## config.mk

```make
export PLATFORM = sky130hd
export DESIGN_NAME = vnorm_sqrt
export DESIGN_NICKNAME = d
export VERILOG_FILES = /design/src/hw/rtl/vnorm_pkg.sv /design/src/hw/rtl/vnorm_sqrt.sv
export SDC_FILE = /design/constraint.sdc
export NUM_CORES = 2
export LEC_CHECK = 0
export BUFFER_PORTS_ARGS = -buffer_cell sky130_fd_sc_hd__buf_4
export CAP_MARGIN = 20
export CORE_ASPECT_RATIO = 1.5
export CORE_MARGIN = 2
export CORE_UTILIZATION = 45
export CTS_CLUSTER_DIAMETER = 40
export CTS_CLUSTER_SIZE = 24
export DETAILED_ROUTE_END_ITERATION = 7
export PLACE_DENSITY_LB_ADDON = 0.15
export SYNTH_ARGS = -nofsm -noshare
export SYNTH_HDL_FRONTEND = slang
export SYNTH_SLANG_ARGS = --single-unit
```

## constraint.sdc

```tcl
create_clock -name clk -period 4.3 [get_ports clk]
set_input_delay 0.43 -clock clk [delete_from_list [all_inputs] [get_ports clk]]
set_output_delay 0.43 -clock clk [all_outputs]
set_load 0.005 [all_outputs]
```

## src/hw/rtl/vnorm_pkg.sv

```systemverilog
// Shared widths and beat types for the 3-D vector normalizer.
`timescale 1ns / 1ps
`default_nettype none
package vnorm_pkg;

    localparam int COMP_WIDTH = 16;
    localparam int OUT_WIDTH  = 16;
    localparam int FRAC_SHIFT = 14;
    // squares of |c| <= 2^(W-1), three of them
    localparam int ABS_WIDTH  = COMP_WIDTH;
    localparam int SUM_WIDTH  = 2 * COMP_WIDTH + 1;
    localparam int ROOT_WIDTH = (SUM_WIDTH + 1) / 2;
    localparam int SQRT_STEPS = ROOT_WIDTH;
    // dividend |c| << 14, quotient fits in FRAC_SHIFT+1 bits
    localparam int DIVD_WIDTH = ABS_WIDTH + FRAC_SHIFT;
    localparam int QUO_WIDTH  = FRAC_SHIFT + 1;
    localparam int IN_BYTES   = (3 * COMP_WIDTH + 7) / 8;
    localparam int IN_TDATA_W = IN_BYTES * 8;
    localparam int OUT_TDATA_W = 4 * OUT_WIDTH;

    typedef struct packed {
        logic [ABS_WIDTH-1:0] mag_x;
        logic [ABS_WIDTH-1:0] mag_y;
        logic [ABS_WIDTH-1:0] mag_z;
        logic                 neg_x;
        logic                 neg_y;
        logic                 neg_z;
    } vec_abs_t;

endpackage
`default_nettype wire

```

## src/hw/rtl/vnorm_sqrt.sv

```systemverilog
// Pipelined restoring square root, one result bit per stage, with sideband.
`timescale 1ns / 1ps
`default_nettype none
module vnorm_sqrt
(
    input  wire logic                               clk,
    input  wire logic                               rst_n,
    input  wire logic                               en,
    input  wire logic                               in_valid,
    input  wire logic [vnorm_pkg::SUM_WIDTH-1:0]    radicand,
    input  wire vnorm_pkg::vec_abs_t                in_side,
    output logic                                    out_valid,
    output logic [vnorm_pkg::ROOT_WIDTH-1:0]        root,
    output vnorm_pkg::vec_abs_t                     out_side
);
    import vnorm_pkg::*;

    localparam int RW = 2 * ROOT_WIDTH;

    logic [SQRT_STEPS-1:0]   vld_reg;
    logic [RW-1:0]           rem_reg  [SQRT_STEPS];
    logic [RW-1:0]           num_reg  [SQRT_STEPS];
    logic [ROOT_WIDTH-1:0]   res_reg  [SQRT_STEPS];
    vec_abs_t                side_reg [SQRT_STEPS];

    genvar s;
    generate
        for (s = 0; s < SQRT_STEPS; s++)
        begin : g_stage
            logic [RW-1:0]         rem_in;
            logic [RW-1:0]         num_in;
            logic [ROOT_WIDTH-1:0] res_in;
            vec_abs_t              side_in;
            logic                  vld_in;
            logic [RW-1:0]         rem_sh;
            logic [RW-1:0]         trial;
            logic [RW-1:0]         rem_next;
            logic [ROOT_WIDTH-1:0] res_next;

            if (s == 0)
            begin : g_first
                assign rem_in  = '0;
                assign num_in  = RW'(radicand);
                assign res_in  = '0;
                assign side_in = in_side;
                assign vld_in  = in_valid;
            end
            else
            begin : g_rest
                assign rem_in  = rem_reg[s-1];
                assign num_in  = num_reg[s-1];
                assign res_in  = res_reg[s-1];
                assign side_in = side_reg[s-1];
                assign vld_in  = vld_reg[s-1];
            end

            always_comb
            begin
                rem_sh = {rem_in[RW-3:0], num_in[RW-1:RW-2]};
                trial  = RW'({res_in, 2'b01});
                if (rem_sh >= trial)
                begin
                    rem_next = rem_sh - trial;
                    res_next = {res_in[ROOT_WIDTH-2:0], 1'b1};
                end
                else
                begin
                    rem_next = rem_sh;
                    res_next = {res_in[ROOT_WIDTH-2:0], 1'b0};
                end
            end

            always_ff @(posedge clk or negedge rst_n)
            begin
                if (!rst_n)
                    vld_reg[s] <= 1'b0;
                else if (en)
                    vld_reg[s] <= vld_in;
            end

            always_ff @(posedge clk)
            begin
                if (en)
                begin
                    rem_reg[s]  <= rem_next;
                    num_reg[s]  <= {num_in[RW-3:0], 2'b00};
                    res_reg[s]  <= res_next;
                    side_reg[s] <= side_in;
                end
            end
        end
    endgenerate

    assign out_valid = vld_reg[SQRT_STEPS-1];
    assign root      = res_reg[SQRT_STEPS-1];
    assign out_side  = side_reg[SQRT_STEPS-1];

endmodule
`default_nettype wire

```

Word-level counts from Yosys, hierarchy flattened
Memories as Yosys holds them, arrays and structs flattened.
Cells that the tools add are included.
W data, S select, Z words.
- memories: 4
- bits in registers: 17
- bits of input ports: 88
- memory bits (writable): 2278
- word-level logic and storage cells: 91
- output and inout bits: 69
- memory list (name ; depth ; bits a word ; read ports ; clocked after Yosys merged registers in ; wr ports ; RTL line ; RTL):
    side_reg ; 17 ; 51 ; 17 ; 0 ; 17 ; vnorm_sqrt.sv:24 ; vec_abs_t side_reg [SQRT_STEPS];
    rem_reg ; 17 ; 34 ; 16 ; 0 ; 17 ; vnorm_sqrt.sv:21 ; logic [RW-1:0] rem_reg [SQRT_STEPS];
    num_reg ; 17 ; 32 ; 16 ; 0 ; 17 ; vnorm_sqrt.sv:22 ; logic [RW-1:0] num_reg [SQRT_STEPS];
    res_reg ; 17 ; 17 ; 17 ; 0 ; 17 ; vnorm_sqrt.sv:23 ; logic [ROOT_WIDTH-1:0] res_reg [SQRT_STEPS];
- add/sub/neg operators: 17
- order comparisons: 17
- muxes and demuxes: 36
- operators with widths (kind ; count):
    $mux W34 ; 17
    $ge A34 B19 Y1 ; 16
    $sub A34 B19 Y34 ; 16
    $mux W1 ; 19
    $sub A1 B1 Y2 const B ; 1
    $ge A1 B1 Y1 const B ; 1

Logic depth before layout (Yosys ltp)
An unclocked memory read counts as a cell.
- depth in word-level cells: 3
- mapped depth: 12
- depth with buffers taken out: 11

Worst setup path after synthesis
OpenSTA, ideal clock, no wires.
- path kind: register to register
- from: mem rem_reg[0][176] (netlist name)
- to: mem rem_reg[0][230] (netlist name) (data pin)
- required time: 4042 ps
- arrival: 2850 ps
- clock period less this slack: 3108 ps
- buffers on the path: 1
- cell stages (with the launch flop): 10
- setup slack: 1192 ps
- path through: edfxtp_1 > or3_4 > or4_4 > or3_4 > or3_1 > buf_2 > nor3_4 > nand2_1 > or4_4 > xnor2_2
- RTL lines (item ; RTL line):
    start: declaration ; vnorm_sqrt.sv:21

==> run metrics <==
status finished clean; wire length per cell around 16 um; DRT iter0 DRCs 1542; std cell rows between 150 and 200; filler cell count 12038; critical path startpoint res_reg[12][0]; Critical R2R Capture rem_reg[0][449]; cell taking the most area after synthesis edfxtp_1; nets about 4700; Period minus WS final 3637 ps; Critical Path Start Type flop; Setup crit end kind flop; Post-Route Utilization 52.49%; RSZ-0062 raised after global routing false; synthesized area 67700 um^2; RR Startpoint res_reg[12][0]; Final TNS setup 0 ps; r2r setup slk 660 ps; worst slack, placed a little under 700 ps; Clock Sinks approximately 1800; VDD IR max a little under 0.0004 V; Worst Path Required 4810 ps; core footprint 149600 um^2; Setup violations, final 0; die area 153600 um^2; Seq. cell area 52980 um^2; synthesis-to-layout area growth 15.96%; largest cells by area after synthesis edfxtp_1 78%, ha_1 3.1%, xor2_1 2.6%; Synth Register Bits around 1800; largest stage delay on the critical path 630 ps; Yosys warnings 0; vias per cell 4.982; final antenna-violating net count 0; CP Max Fanout 8; Final Wtd Congestion around 0.9; WP buf/inv 2; Mean Syn Cell Area around 17 um^2; DPL Wire Length slightly below 70 mm; most common cell in the netlist edfxtp_1; initial antenna violation count 3; port buffer count 156; Max clock buf depth 3; Worst path depth 9; Rel. slew slack 41.28%; Commonest cells post-synth 1750 x edfxtp_1, 230 x nor2_1, 218 x nand2_1, 204 x xor2_1, 195 x inv_1; # IOs 157; Slew Limit Fails 0; # Max-Cap Violations 0; Post-synth EDFFs roughly 1800; syn_nets roughly 4300; CP arrival 4150 ps; drt drc 0; Achievable Freq 275.0 MHz; CP cell instances inv_1, ha_1, nor2b_1, o31a_1, o41a_1, o31ai_1, nor3b_2, inv_1, mux2_1; Hold Path Class in -> reg; clock root buffer clkbuf_16; Slew @ Worst Pin 869.5 ps; Hold Violations, Final 0; ratio of cells with drive above 1 in the final layout 12.49%; period utilisation layout roughly 85%; CP max stage cell nor3b_2; CP most frequent cell inv_1; largest net degree at the start of global routing 126; crit path kind reg -> reg; first-pass GRT wire length between 150 and 200 mm; Clock Latency Late Sink 790 ps; top-area cell type share of the netlist area 77.63%; Cell Pwr Density approximately 500 nW/um^2; TritonCTS buffer count 167; Routed WL slightly above 100 mm; vias in the first global route 33356; DIE WIDTH 320.7 um; Critical Path Sink rem_reg[0][449]; Post-synth top flop edfxtp_1; LEAKAGE 0.02820 uW; post-CTS setup buffer count 0; DR vias 32630; r2r worst-path depth 9; TritonRoute pass-1 iters 7; Die Ht 479.0 um; initial core utilization 45.26%; Netlist cell types 83; Clock Skews roughly 26 ps; Post-synth ARST share 0.9621%; All-Layer GR Usage 13.59%; sequential fraction of the synthesis area 78.25%; clk slew on worst S/H paths 80 ps; CTS tree done; max FFs per register 867; H-tree levels 4; worst setup margin between 600 and 700 ps; Synth Instances just over 4000; CP delay by family, top compound AO/OA/AOI/OAI gates; total grt overflow 0; area of the multi-input gates between 10000 and 15000 um^2
cell type report:
class / count / area share, %
antenna: 1 / 0.003188
clock buffer: 185 / 5.599
timing repair buffer: 305 / 3.443
sequential: 1767 / 67.48
clock inverter: 128 / 1.847
inverter: 199 / 0.9515
tap: 1936 / 3.086
multi-input combinational: 2028 / 17.59
routing by layer:
| metal | global-route usage (%) | routed length (um) | vias up |
|---|---|---|---|
| li1 | - | - | 16207 |
| met1 | 13.25 | 36910 | 15620 |
| met2 | 25.92 | 57200 | 514 |
| met3 | 2.657 | 3349 | 289 |
| met4 | 8.527 | 5994 | 0 |
| met5 | 0 | 0 | - |
worst min path at each step:
stage,from,to,slack [ps],depth (start not counted)
after detailed placement,rst_n,g_stage[2].vld_in,310,1
after floorplan,rst_n,g_stage[10].vld_in,130,0
after CTS,en,side_reg[0][94],120,1
after global placement,rst_n,out_valid,300,1
final,en,side_reg[0][94],180,1
after global routing,en,side_reg[0][94],170,1
power breakdown:
group	leakage (uW)	total [uW]	internal, uW	switching [uW]
Clock	0.00285	15100	8270	6860
Combinational	0.00818	3030	1320	1720
Sequential	0.0172	21300	20600	704
placed cells by master, fill, tap and decap left out, types with 16 or more instances in the layout:
master,n
edfxtp_1,1750
nor2_1,230
nand2_1,218
xor2_1,204
buf_4,202
inv_1,195
clkbuf_16,174
xnor2_1,170
ha_1,168
a21oi_1,131
o21ai_0,120
nor3_1,111
dlygate4sd3_1,87
nor4_1,68
nand2b_1,66
nand3_1,53
or4_1,41
a21o_1,38
or3_1,35
nor2b_1,29
nand4_1,28
mux2_2,27
inv_6,26
o21a_1,25
inv_8,25
o31ai_1,22
a211oi_1,21
clkinv_8,18
dfrtp_1,17
o21ai_1,16
stage by stage:
step           std cells  power, uW  cell area [um^2]  hold WS (ps)
2_1_floorplan       4040      23420             67700         134.4
6_report            6549      39470             78500         176.6
3_5_place_dp        6147      24680             71770         306.3
3_3_place_gp        6147      24580             71770         301.3
4_1_cts             6547      40100             78490         124.5
5_1_grt             6549      41210             78500         170.5
logic make-up after synthesis:
logic type                 count (synthesis)  synth area share (%)
and+or+nand+nor                          983                 7.491
buffers and inverters                    245                 1.379
adders and majority gates                168                 3.105
other                                      1              0.005539
DFF                                     1767                 78.25
AOI/OAI and AO/OA                        461                 4.242
xor gates and xnor gates                 375                 4.863
muxes                                     40                0.6617
repair_timing:
item	CTS	global route
hold endpoints to repair	102	0
setup endpoints to repair	0	0
hold buffers	87	0
gates resized for setup	0	0
Power figures use the tool's default switching activity.
