$ cat src/hw/rtl/vnorm_pkg.sv
// Shared widths and beat types for the 3-D vector normalizer.
`timescale 1ns / 1ps
`default_nettype none
package vnorm_pkg;

    localparam int COMP_WIDTH = 16;
    localparam int OUT_WIDTH  = 16;
    localparam int FRAC_SHIFT = 14;
    // squares of |c| <= 2^(W-1), three of them
    localparam int ABS_WIDTH  = COMP_WIDTH;
    localparam int SUM_WIDTH  = 2 * COMP_WIDTH + 1;
    localparam int ROOT_WIDTH = (SUM_WIDTH + 1) / 2;
    localparam int SQRT_STEPS = ROOT_WIDTH;
    // dividend |c| << 14, quotient fits in FRAC_SHIFT+1 bits
    localparam int DIVD_WIDTH = ABS_WIDTH + FRAC_SHIFT;
    localparam int QUO_WIDTH  = FRAC_SHIFT + 1;
    localparam int IN_BYTES   = (3 * COMP_WIDTH + 7) / 8;
    localparam int IN_TDATA_W = IN_BYTES * 8;
    localparam int OUT_TDATA_W = 4 * OUT_WIDTH;

    typedef struct packed {
        logic [ABS_WIDTH-1:0] mag_x;
        logic [ABS_WIDTH-1:0] mag_y;
        logic [ABS_WIDTH-1:0] mag_z;
        logic                 neg_x;
        logic                 neg_y;
        logic                 neg_z;
    } vec_abs_t;

endpackage
`default_nettype wire

$ cat src/hw/rtl/vnorm_div.sv
// Pipelined restoring divider: (mag << 14) / norm, one quotient bit per stage.
`timescale 1ns / 1ps
`default_nettype none
module vnorm_div
(
    input  wire logic                               clk,
    input  wire logic                               en,
    input  wire logic [vnorm_pkg::ABS_WIDTH-1:0]    mag,
    input  wire logic [vnorm_pkg::ROOT_WIDTH-1:0]   divisor,
    output logic [vnorm_pkg::QUO_WIDTH-1:0]         quotient
);
    import vnorm_pkg::*;

    // remainder stays below divisor, one extra bit for the shift
    localparam int REM_W = ROOT_WIDTH + 1;

    logic [REM_W-1:0]      rem_reg [QUO_WIDTH];
    logic [DIVD_WIDTH-1:0] num_reg [QUO_WIDTH];
    logic [ROOT_WIDTH-1:0] dvs_reg [QUO_WIDTH];
    logic [QUO_WIDTH-1:0]  quo_reg [QUO_WIDTH];

    // the top ABS_WIDTH-1 quotient bits are zero since |c| <= norm;
    // the first stage starts from the partial remainder of those bits
    logic [REM_W-1:0]      rem_seed;
    logic [DIVD_WIDTH-1:0] num_seed;
    assign rem_seed = REM_W'(mag[ABS_WIDTH-1:1]);
    assign num_seed = {mag[0], FRAC_SHIFT'(0), (ABS_WIDTH-1)'(0)};

    genvar s;
    generate
        for (s = 0; s < QUO_WIDTH; s++)
        begin : g_stage
            logic [REM_W-1:0]      rem_in;
            logic [DIVD_WIDTH-1:0] num_in;
            logic [ROOT_WIDTH-1:0] dvs_in;
            logic [QUO_WIDTH-1:0]  quo_in;
            logic [REM_W:0]        rem_sh;
            logic [REM_W:0]        diff;

            if (s == 0)
            begin : g_first
                assign rem_in = rem_seed;
                assign num_in = num_seed;
                assign dvs_in = divisor;
                assign quo_in = '0;
            end
            else
            begin : g_rest
                assign rem_in = rem_reg[s-1];
                assign num_in = num_reg[s-1];
                assign dvs_in = dvs_reg[s-1];
                assign quo_in = quo_reg[s-1];
            end

            assign rem_sh = {rem_in, num_in[DIVD_WIDTH-1]};
            assign diff   = rem_sh - (REM_W+1)'(dvs_in);

            always_ff @(posedge clk)
            begin
                if (en)
                begin
                    if (!diff[REM_W])
                    begin
                        rem_reg[s] <= diff[REM_W-1:0];
                        quo_reg[s] <= {quo_in[QUO_WIDTH-2:0], 1'b1};
                    end
                    else
                    begin
                        rem_reg[s] <= rem_sh[REM_W-1:0];
                        quo_reg[s] <= {quo_in[QUO_WIDTH-2:0], 1'b0};
                    end
                    num_reg[s] <= {num_in[DIVD_WIDTH-2:0], 1'b0};
                    dvs_reg[s] <= dvs_in;
                end
            end
        end
    endgenerate

    assign quotient = quo_reg[QUO_WIDTH-1];

endmodule
`default_nettype wire

$ cat config.mk
export PLATFORM = sky130hd
export DESIGN_NAME = vnorm_div
export DESIGN_NICKNAME = d
export VERILOG_FILES = /design/src/hw/rtl/vnorm_pkg.sv /design/src/hw/rtl/vnorm_div.sv
export SDC_FILE = /design/constraint.sdc
export NUM_CORES = 1
export LEC_CHECK = 0
export ABC_AREA = 1
export BUFFER_PORTS_ARGS = -buffer_cell sky130_fd_sc_hd__buf_2
export CELL_PAD_IN_SITES_DETAIL_PLACEMENT = 0
export CELL_PAD_IN_SITES_GLOBAL_PLACEMENT = 2
export CORE_UTILIZATION = 40
export CTS_CLUSTER_DIAMETER = 50
export DETAILED_ROUTE_END_ITERATION = 8
export PLACE_DENSITY = 0.9
export SLEW_MARGIN = 20
export SYNTH_ARGS = -nofsm -noshare
export SYNTH_HDL_FRONTEND = slang
export SYNTH_SLANG_ARGS = --single-unit
$ cat constraint.sdc
create_clock -name clk -period 2.5 [get_ports clk]
set_input_delay 0.125 -clock clk [delete_from_list [all_inputs] [get_ports clk]]
set_output_delay 0.125 -clock clk [all_outputs]
set_load 0.01 [all_outputs]
======== Yosys cells after proc, flatten, opt, wreduce, memory -nomap -nowiden ========
Memory sizes are Yosys's and may differ from the RTL's.
Index checks and enable logic that the tools add are counted.
operators by class
  add/sub/neg operators ................... 15
  multiplexer cells ....................... 122
  bitwise gates (word level) .............. 30
operators by type and width
  cell                          number
  two-way mux 18 bit            15
  subtractor 19 x 17 -> 19 bit  14
  two-way mux 15 bit            15
  two-way mux 1 bit             92
  OR 1 bit                      30
  subtractor 16 x 17 -> 18 bit  1
storage, ports and cells
  register bits after elaboration ......... 0
  RAM bits ................................ 1185
  input bits .............................. 35
  output and inout port bits .............. 15
  word-level logic and storage cells ...... 171
  memories kept ........................... 4
memories
  memory   depth  width  read ports  clocked after Yosys merged registers in  write ports  line             RTL
  num_reg  15     29     14          0                                        15           vnorm_div.sv:18  logic [DIVD_WIDTH-1:0] num_reg [QUO_WIDTH];
  rem_reg  15     18     14          0                                        15           vnorm_div.sv:17  logic [REM_W-1:0] rem_reg [QUO_WIDTH];
  dvs_reg  15     17     14          0                                        15           vnorm_div.sv:19  logic [ROOT_WIDTH-1:0] dvs_reg [QUO_WIDTH];
  quo_reg  15     15     15          0                                        15           vnorm_div.sv:20  logic [QUO_WIDTH-1:0] quo_reg [QUO_WIDTH];

======== Depth between registers and ports, before layout ========
An unclocked memory read counts as a cell.
  depth in word-level cells ............... 6
  depth in mapped cells ................... 15
  gate-level depth less buffers ........... 14

======== Worst setup path before layout ========
Ideal clock, no wire load.
  path type ............................... register -> register
  from .................................... memory rem_reg[0][97] in the netlist's numbering
  to ...................................... memory rem_reg[0][120] in the netlist's numbering, data pin
  setup time .............................. 0.253 ns
  arrival time ............................ 1.787 ns
  data required time ...................... 2.247 ns
  slack ................................... 0.460 ns
  stages on the path, launching flop included .. 13
  buffers on the path ..................... 1
  clock period less this slack ............ 2.040 ns
  path through ............................ edfxtp_1 > ha_1 > nand2_1 > inv_1 > a21oi_1 > nand3_2 > nand2_1 > nand2_2 > nand2_4 > nand3_4 > buf_6 > nand2_1 > nand2_1
RTL lines
  what         line
  from (decl)  vnorm_div.sv:17

==> flow_summary_export.csv <==
group,metric,value,unit
cts,cts_sinks,610,
job,cap_violations,0,
floorplan,die_y,311,um
cells_and_area,stdcell_area,44000,um^2
floorplan,die_area,96900,um^2
logic_synthesis,synth_top_cell_by_area,"edfxtp_1",
global_route,overflow,0,
floorplan,start_util,0.403,
worst_setup_path,crit_chain,"ha_1, a21oi_1, nand2_1, nand2_1, nand3_2, nand2_2, nand3_4, buf_4, nand4_1, nand2_1",
global_route,grt_pass1_vias,29300,
logic_synthesis,synth_cell_type_count,35,
worst_setup_path,rrSetupSlack,0.15,ns
worst_setup_path,critical_path.endpoint_type,"flip-flop",
worst_setup_path,path_max_fanout,13,
sta,rsz0062_at_grt,"yes",
drt,drc,0,
worst_setup_path,crit_end,"rem_reg[0][63]",
power_and_ir_drop,power,0.0508,W
drt,drt_wl_total,103000,um
worst_setup_path,critical_path_depth,10,
floorplan,fp.coreArea,94900,um^2
cells_and_area,final_cells,6028,
cts,cts_tree,"done",
sta,tightest_slew,0.629,ns
drt,antenna_left,0,
hold_path,hold_class,"in2reg",
sta,hold_violations,0,
logic_synthesis,ys_ff_latch,610,
drt,vias,29800,
worst_setup_path,cp_common_cell,"nand2_1",
logic_synthesis,syn_avg_cell_area,8.56,um^2
sta,finClkSkew,0.0187,ns
placement,placed_area,40800,um^2
cts,cts_buffer_depth,3,
global_route,grt_first_pass_wirelength,161000,um
worst_setup_path,reg2reg_from,"rem_reg[0][40]",
global_route,grt_start_max_net_pins,81,
sta,relSlewSlack,0.580,
global_route,grt_antenna_before_repair,0,
cells_and_area,num_antenna_cells,0,
sta,setup_viol,0,
sta,period_needed,2.35,ns
placement,hpwl,79600,um
worst_setup_path,start_kind,"flip-flop",
cells_and_area,largest_reg_flops,252,
cts,numCtsBuffers,82,
floorplan,num_rows,113,
power_and_ir_drop,power_leakage,21.1,nW
cts,clk_pin_slew,0.06,ns
logic_synthesis,synth_area,38200,um^2
cells_and_area,drive_above_1_share,0.0928,
worst_setup_path,reg2reg_depth,10,
worst_setup_path,crit_type,"reg2reg",
drt,vias_per_cell,4.94,
placement,port_buffers,49,
logic_synthesis,netlist_top_cells_area,"edfxtp_1 (48%), nand2_1 (13%), ha_1 (7.9%), inv_1 (6.7%), nand4_1 (4.4%)",
sta,clock.fmax,425,MHz
worst_setup_path,critPathSlowestCell,"edfxtp_1",
worst_setup_path,cp.arrival,2.74,ns
worst_setup_path,required,2.89,ns
worst_setup_path,r2r_end,"rem_reg[0][63]",
power_and_ir_drop,powerDensity,1160,nW/um^2
logic_synthesis,synth_nets,4756,
floorplan,die_w,311,um
cts,worstSkewPairLatency,0.64,ns
floorplan,ios,50,
logic_synthesis,synthCells,4467,
cts,clockRootBuffer,"clkbuf_16",
worst_setup_path,critPathBufInv,1,
sta,post-route-period-util,0.941,
power_and_ir_drop,vdd_ir_drop_max,0.662,mV
cells_and_area,area_growth,15.0,%
worst_setup_path,cp_top_family,"simple AND/OR/NAND/NOR gates",
sta,hold_ws,0.227,ns
cells_and_area,final_common_cell,"nand2_1",
worst_setup_path,crit_start,"rem_reg[0][40]",
logic_synthesis,yosysWarnings,0,
drt,first_pass_iters,6,
cells_and_area,final_net_count,4992,
drt,drt_iter0_drc,2257,
cts,h-tree-depth,3,
sta,drv_slew,0,
drt,wire_per_inst,17.1,um
outcome,status,"finished clean",
logic_synthesis,yosysTopAreaCellShare,0.478,
placement,globalplace.congestion,0.865,
worst_setup_path,critPathMaxStageDelay,0.42,ns
logic_synthesis,yosysSeqAreaShare,0.479,
placement,post-place-cells,5836,
cells_and_area,layout_common_cells,"nand2_1 (1355), inv_1 (679), edfxtp_1 (609), nor2_1 (353), nand4_1 (269)",
global_route,grt.total_usage,0.212,
## synth_stat cells (all sizes together)
cell and instances:
nand2 1400, inv 685, edfxtp 609, nor2 368
nand3 294, nand4 270, ha 240, a21oi 180
xor2 97, o21ai 76, buf 48, xnor2 41
clkbuf 38, a21o 37, o21bai 18, nor3 15
and2 14, fa 14, nand3b 14, a21boi 4
or2 2, dfxtp 1, o2111ai 1, o21a 1
## stage by stage
| stage | utilization | setup slack [ns] | setup TNS, ns |
|---|---|---|---|
| 6_report | 0.464 | 0.147 | 0 |
| 2_1_floorplan | - | 0.460 | 0 |
| 3_5_place_dp | 0.430 | 0.102 | 0 |
| 3_3_place_gp | 0.430 | 0.0773 | 0 |
| 5_1_grt | 0.464 | -0.0111 | -0.0401 |
| 4_1_cts | 0.461 | 0.0913 | 0 |
## logic make-up (layout without fill, tap and decap cells)
kind of cell,Yosys count,in the layout,synth area share
and+or+nand+nor,2377,2386,0.279
xor gates and xnor gates,138,138,0.0316
buffers and inverters,771,1058,0.0795
adders and majority gates,254,254,0.0858
AOI/OAI and AO/OA,317,317,0.0457
DFF,610,610,0.479
## final cells by class
cell class / count / area, um^2
well taps: 1265 / 1580
inverters: 685 / 2570
fillers: 9330 / 50900
flip-flops and latches: 610 / 18300
repair buffers: 229 / 1810
clock inverters: 47 / 484
multi-input cells: 3095 / 17100
clock buffers: 97 / 2150
## report_power, final
group,internal (W),leakage [nW],switching [W]
Sequential,0.0146,5.99,0.00175
Clock,0.00675,1.27,0.00463
Combinational,0.00829,13.8,0.0148
Total,0.0297,21.1,0.0211
## what timing repair did
action	in CTS	in global routing
endpoints found under the hold margin	39	0
buffers inserted	0	5
hold buffers	34	0
setup endpoints to repair	0	102
gates resized for setup	0	17
## how the worst min path moves through the flow
stage / from / endpoint / slack (ns) / cells past startpoint
final: divisor[1] / dvs_reg[0][1] / 0.23 / 2
after global routing: divisor[1] / dvs_reg[0][1] / 0.21 / 2
after floorplan: divisor[0] / dvs_reg[0][0] / 0.22 / 0
after global placement: divisor[14] / dvs_reg[0][14] / 0.32 / 1
after detailed placement: divisor[14] / dvs_reg[0][14] / 0.32 / 1
after CTS: divisor[14] / dvs_reg[0][14] / 0.19 / 2
## layer usage
layer	part of all wire	GRT usage	vias to the layer above	wire length, um
li1	-	-	15400	-
met2	0.49	0.370	558	50900
met5	0	0	-	0
met4	0.032	0.0720	0	3340
met3	0.036	0.0281	163	3760
met1	0.44	0.268	13700	45400
No activity file was read; power rests on OpenSTA's default activity.
